<file path="config.mk">
export PLATFORM = sky130hd
export DESIGN_NAME = hbs_ctrl
export DESIGN_NICKNAME = d
export VERILOG_FILES = /design/src/hdl/hbs_pkg.sv /design/src/hdl/hbs_ctrl.sv
export SDC_FILE = /design/constraint.sdc
export NUM_CORES = 1
export LEC_CHECK = 0
export ABC_AREA = 1
export BUFFER_PORTS_ARGS = -buffer_cell sky130_fd_sc_hd__clkbuf_2
export CAP_MARGIN = 15
export CORE_MARGIN = 5
export CORE_UTILIZATION = 40
export DETAILED_ROUTE_END_ITERATION = 12
export PLACE_DENSITY_LB_ADDON = 0.25
export SETUP_SLACK_MARGIN = 0.05
export SLEW_MARGIN = 10
export SYNTH_ARGS = -nofsm -noshare
export SYNTH_HDL_FRONTEND = slang
export SYNTH_SLANG_ARGS = --single-unit
</file>
<file path="constraint.sdc">
create_clock -name clk -period 2.8 [get_ports clk]
set_input_delay 0.56 -clock clk [delete_from_list [all_inputs] [get_ports clk]]
set_output_delay 0.56 -clock clk [all_outputs]
set_load 0.02 [all_outputs]
</file>
<file path="src/hdl/hbs_pkg.sv">
// Shared constants, types and helpers of the height map box smoothing block.
package hbs_pkg;

	localparam int MAX_WIDTH   = 4096;
	localparam int SAMPLE_BITS = 16;
	localparam int LIMIT_DIM   = 4096;
	localparam int WIDTH_TOP   = (MAX_WIDTH < LIMIT_DIM) ? MAX_WIDTH : LIMIT_DIM;
	localparam int ROW_ADDR_W  = (WIDTH_TOP > 1) ? $clog2(WIDTH_TOP) : 1;
	localparam int COORD_W     = 12;
	localparam int DIM_W       = 13;
	localparam int IDX_W       = 2;
	localparam int NUM_SLOTS   = 4;

	localparam logic [IDX_W-1:0] REG_WIDTH  = IDX_W'(0);
	localparam logic [IDX_W-1:0] REG_HEIGHT = IDX_W'(1);

	localparam logic [DIM_W-1:0] DIM_RESET  = DIM_W'(512);
	localparam logic [DIM_W-1:0] WIDTH_MAX  = DIM_W'(WIDTH_TOP);
	localparam logic [DIM_W-1:0] HEIGHT_MAX = DIM_W'(LIMIT_DIM);

	// One accepted sample together with its position flags.
	typedef struct packed {
		logic [COORD_W-1:0]     x;
		logic [COORD_W-1:0]     y;
		logic [SAMPLE_BITS-1:0] val;
		logic [SAMPLE_BITS-1:0] prev;
		logic                   has_left;
		logic                   last_col;
		logic                   has_up;
		logic                   last_row;
	} item_t;

	typedef struct packed {
		logic [COORD_W-1:0]     x;
		logic [COORD_W-1:0]     y;
		logic [SAMPLE_BITS-1:0] value;
		logic                   frame_last;
	} result_t;

	// Index of the last column or row for a written dimension; zero counts as one, and a value above top counts as top.
	function automatic logic [COORD_W-1:0] last_index(input logic [DIM_W-1:0] v,
			input logic [DIM_W-1:0] top);
		logic [DIM_W-1:0] d;
		begin
			if (v == '0) begin
				d = DIM_W'(1);
			end else if (v > top) begin
				d = top;
			end else begin
				d = v;
			end
			last_index = COORD_W'(d - DIM_W'(1));
		end
	endfunction

endpackage

</file>
<file path="src/hdl/hbs_ctrl.sv">
// Configuration registers, raster position counters and previous-sample register.
module hbs_ctrl (
	input  logic                                clk,
	input  logic                                arst_n,
	input  logic                                cfg_wr_en,
	input  logic [hbs_pkg::IDX_W-1:0]           cfg_index,
	input  logic [hbs_pkg::DIM_W-1:0]           cfg_data,
	input  logic                                accept,
	input  logic [hbs_pkg::SAMPLE_BITS-1:0]     sample_value,
	output hbs_pkg::item_t                      item,
	output logic [hbs_pkg::ROW_ADDR_W-1:0]      rd_addr
);

	logic [hbs_pkg::COORD_W-1:0]     w_last_q;
	logic [hbs_pkg::COORD_W-1:0]     h_last_q;
	logic [hbs_pkg::COORD_W-1:0]     x_q;
	logic [hbs_pkg::COORD_W-1:0]     y_q;
	logic [hbs_pkg::SAMPLE_BITS-1:0] prev_q;
	logic [hbs_pkg::COORD_W-1:0]     x_left;

	always_ff @(posedge clk or negedge arst_n) begin
		if (!arst_n) begin
			w_last_q <= hbs_pkg::last_index(hbs_pkg::DIM_RESET, hbs_pkg::WIDTH_MAX);
			h_last_q <= hbs_pkg::last_index(hbs_pkg::DIM_RESET, hbs_pkg::HEIGHT_MAX);
			x_q      <= '0;
			y_q      <= '0;
			prev_q   <= '0;
		end else if (cfg_wr_en) begin
			// Any recognised register write restarts the frame.
			unique case (cfg_index)
				hbs_pkg::REG_WIDTH: begin
					w_last_q <= hbs_pkg::last_index(cfg_data, hbs_pkg::WIDTH_MAX);
					x_q      <= '0;
					y_q      <= '0;
					prev_q   <= '0;
				end
				hbs_pkg::REG_HEIGHT: begin
					h_last_q <= hbs_pkg::last_index(cfg_data, hbs_pkg::HEIGHT_MAX);
					x_q      <= '0;
					y_q      <= '0;
					prev_q   <= '0;
				end
				default: begin
				end
			endcase
		end else if (accept) begin
			prev_q <= sample_value;
			if (x_q == w_last_q) begin
				x_q <= '0;
				if (y_q == h_last_q) begin
					y_q <= '0;
				end else begin
					y_q <= y_q + hbs_pkg::COORD_W'(1);
				end
			end else begin
				x_q <= x_q + hbs_pkg::COORD_W'(1);
			end
		end
	end

	assign x_left  = x_q - hbs_pkg::COORD_W'(1);
	assign rd_addr = x_left[hbs_pkg::ROW_ADDR_W-1:0];

	always_comb begin
		item.x        = x_q;
		item.y        = y_q;
		item.val      = sample_value;
		item.prev     = prev_q;
		item.has_left = (x_q != '0);
		item.last_col = (x_q == w_last_q);
		item.has_up   = (y_q != '0);
		item.last_row = (y_q == h_last_q);
	end

endmodule
</file>
==> flow_results.org <==
** Timing
- Counting I/O delays and the setup requirement, the final critical path takes 2.61 ns.
- Worst-Margin Slew :: 0.489 ns
- Setup violations remaining at the end of the flow were counted as 0.
- Setup slack closes at 0.187 ns.
- The number of pins with negative max-slew slack in the final report was 0.
- The total count of hold-check failures in the final report is 0.
- Final Cycle Share :: 93.3%
- Between clock sinks in the finished design, the worst skew comes to 0.00972 ns.
- Max transition margin :: 67.4%
- Accumulated negative setup slack :: 0 ns
- Fmax :: 383 MHz
- Setup repair after global routing could not meet its margin everywhere.
- On the final layout, the worst hold slack is 0.462 ns.

** Critical path
- The critical path is of the register to output pin type.
- STA classifies the critical path startpoint as a register.
- In this run the worst path has a maximum fanout of 6.
- Data arrives at the worst endpoint at 2.05 ns.
- The worst setup path is captured at an output pin.
- Among all stages on the critical path, the largest delay is contributed by sky130_fd_sc_hd__dfrtp_1.
- Counting both buffers and inverters, the worst setup path holds a total of 2.
- Critical path cell sequence :: inv_2 -> ha_1 -> nand2_1 -> nor3_2 -> nand3_1 -> nor3_2 -> xor2_1 -> clkbuf_2
- For this run, the slowest stage of the critical path takes 0.44 ns.
- Required time of the critical path :: 2.24 ns
- Largest delay contributor family on the critical path :: simple AND/OR/NAND/NOR gates
- CP dominant cell by count :: sky130_fd_sc_hd__nor3_2

** Status
- Result of the run :: finished clean

** Placed design
- Global placement routability congestion :: 0.908
- The wire-length estimate of the detail-placed layout is 7.76 mm.
- OpenSTA, run right after detailed placement, puts the worst setup slack at 0.355 ns.
- Count of buffers from port buffering :: 106
- Instance count after placement with tap cells included :: 741

** Clocking
- Buffer depth of the longest clock path :: 2
- Clock sink total :: 64
- Level count of the clock H-tree :: 3
- Clock tree from TritonCTS :: yes
- In this run the clock root is driven by a sky130_fd_sc_hd__clkbuf_8.
- Clock-pin slew on the worst setup and hold paths :: 0.08 ns
- In this run the post-CTS setup repair buffer count came out at 0.
- At the later pin of the worst-skew pair, clock insertion delay measures 0.34 ns.
- Clock tree synthesis inserted a total of 9 buffers.

** Yosys
- Number of warnings reported in the yosys synthesis log :: 0
- Yosys reg bits :: 64
- Cells after synthesis :: 532
- Summing the areas of all compound-gate instances in the mapped netlist gives 6.21% of the synthesized area.
- Synthesized area per cell :: 7.42 um2
- Post-Syn Area :: 3950 um2
- Number of distinct library cells after synthesis :: 35
- Syn_nets :: 573
- Largest family of logic cells by synthesized area :: simple AND/OR/NAND/NOR gates
- Of the total synthesized cell area, the portion taken by full adders, half adders and majority gates is 1.90%.
- Synth Area in Simple Gates :: 32.2%
- Multiplexer fraction of the synthesized cell area :: 0%
- Among all flip-flop cells after synthesis, the most frequent one is sky130_fd_sc_hd__dfrtp_1.
- Of the synthesized area, sequential elements account for 41.1%.
- Of all flip-flops after synthesis, the portion carrying an async set or reset was 100%.
- Xor and xnor fraction of the mapped netlist area :: 7.98%
- Number of enable-type register cells in the synthesized netlist :: 0

** Drt
- Dividing the detail-routed via count by the number of cells gives 4.83.
- Avg WL per Cell :: 13.3 um
- Number of routed nets with antenna violations :: 0
- The first detailed-routing pass ran for 4 iterations.
- Via Count :: 3663
- The final layout contains routed wiring with a total length of 10.1 mm.
- DRC marker count from the first detailed-route iteration :: 224
- Final routed DRC violation total :: 0

** Layout
- The top cell types in the final layout, fill and taps aside, are sky130_fd_sc_hd__nand2_1 (170), sky130_fd_sc_hd__clkbuf_2 (106), sky130_fd_sc_hd__nand3_1 (44).
- The net count of the finished layout is 661.
- Multi-input combinational cell area :: 1930 um2
- Flip-flop and latch area :: 1630 um2
- Fill count :: 970
- Post-Layout Cell Count :: 758
- Share of post-route cells with drive strength above 1 :: 25.9%
- Leaving out fill and tap cells, the most frequent cell in the layout is sky130_fd_sc_hd__nand2_1.
- The repair_antennas step left the layout with diodes totalling 0.
- End-of-flow core utilization :: 49.1%
- Compared with the post-synthesis result, the final layout area differs by 20.4%.

** Die
- # IOs :: 107
- The die covers 12000 um2.
- The initialized floorplan defines 36 standard-cell rows.
- The total area inside the core boundary comes to 9680 um2.
- In this run the horizontal extent of the chip is 109 um.
- Once the floorplan was initialized, standard cells occupied 40.8% of the core.
- In this run the vertical extent of the chip is 109 um.

** GRT
- Global routing used 17.6% of the available tracks across all layers.
- Entering global routing, the biggest net connects 40 pins.
- Wire length of the first global-routing pass :: 16.7 mm
- Number of global-route vias before repair :: 3552
- For this run the aggregate overflow at the end of global routing stands at 0.
- The number of antenna violations at the first check in global routing came to 0.

** Worst hold path
- In this run the worst hold path is classified as input pin to register.

** Run
- Number of violations of the max-capacitance limit :: 0

** Pwr
- Lkg Pwr :: 2.48 nW
- Maximum resistive drop on vdd :: 0.287 mV
- For this design the ratio of total power to cell area is 631 nW/um2.
==> through the flow <==
| step | cell area, um2 | total power, mW |
|---|---|---|
| 2_1_floorplan | 3950 | 1.72 |
| 3_3_place_gp | 4460 | 1.97 |
| 3_5_place_dp | 4460 | 1.99 |
| 4_1_cts | 4730 | 3.03 |
| 5_1_grt | 4760 | 3.18 |
| 6_report | 4760 | 3.00 |
==> per-layer routing <==
metal  vias up  track usage (%)  wire length [um]
li1       1869                -                 -
met1      1703             22.4              4430
met2        77             29.6              5040
met3        14             2.99               470
met4         0             7.12               137
met5         -                0                 0
==> cell usage after synthesis (all sizes together), types with 3 or more instances <==
cell type	instances	share of area, %
nand4	14	2.2
nand2	172	16
inv	44	4.2
a21oi	7	0.89
xor2	23	5.1
o21ai	32	4.1
or2	3	0.48
nor3	15	2.0
ha	6	1.9
nor2	40	3.8
buf	31	5.6
dfstp	18	12
dfrtp	46	29
nand3	44	5.6
nor4	4	0.79
xnor2	13	2.9
clkbuf	6	0.57
==> worst min-delay path, stage by stage <==
cell and delay (ns):
sky130_fd_sc_hd__clkbuf_2 0.09, sky130_fd_sc_hd__nand3_1 0.07, sky130_fd_sc_hd__nand2_1 0.05
==> where the power goes <==
group | leakage [nW] | internal, mW | total (mW) | switching [mW]
Combinational | 1.55 | 0.297 | 0.818 | 0.521
Clock | 0.133 | 0.667 | 1.03 | 0.362
Sequential | 0.798 | 1.06 | 1.15 | 0.0916
Total | 2.48 | 2.03 | 3.00 | 0.974
==> sequential cells by signal (all words and copies together) (netlist names) <==
signal / cells
h_last_q: 12
prev_q: 16
w_last_q: 12
x_q: 12
y_q: 12
==> worst paths after layout <==
check / start / to / slack [ns] / depth (start not counted)
worst min-delay path: sample_value[0] / prev_q[0]$_DFFE_PN0P_ / 0.46 / 3
worst min register to register: prev_q[3]$_DFFE_PN0P_ / prev_q[3]$_DFFE_PN0P_ / 0.47 / 2
min in group asynchronous: arst_n / prev_q[1]$_DFFE_PN0P_ / 0.55 / 2
worst max register to register: x_q[5]$_DFFE_PN0P_ / y_q[1]$_DFFE_PN0P_ / 0.96 / 10
worst max-delay path: x_q[0]$_DFFE_PN0P_ / rd_addr[10] / 0.19 / 8
max in group asynchronous: arst_n / h_last_q[0]$_DFFE_PN1P_ / 1.55 / 3
==> repair_timing <==
action	CTS	global route
endpoints found under the setup margin	1	2
resized for setup	1	7
hold endpoints to repair	2	0
hold buffers	1	0
==> cell type report <==
type	count	share of cell area, %
clock buffers	12	3.47
repair buffers	114	12.5
multi-input cells	385	40.6
well taps	133	3.50
flip-flops and latches	64	34.2
clock inverters	4	2.08
inverters	46	3.63
==> cell families after synthesis <==
| logic type | count (synthesis) |
|---|---|
| XOR/XNOR | 36 |
| adder cells (fa/ha/maj) | 6 |
| AO/OA/AOI/OAI | 46 |
| AND/OR/NAND/NOR | 297 |
| buffers and inverters | 83 |
| flip-flops | 64 |
No activity file was read; power rests on OpenSTA's default activity.
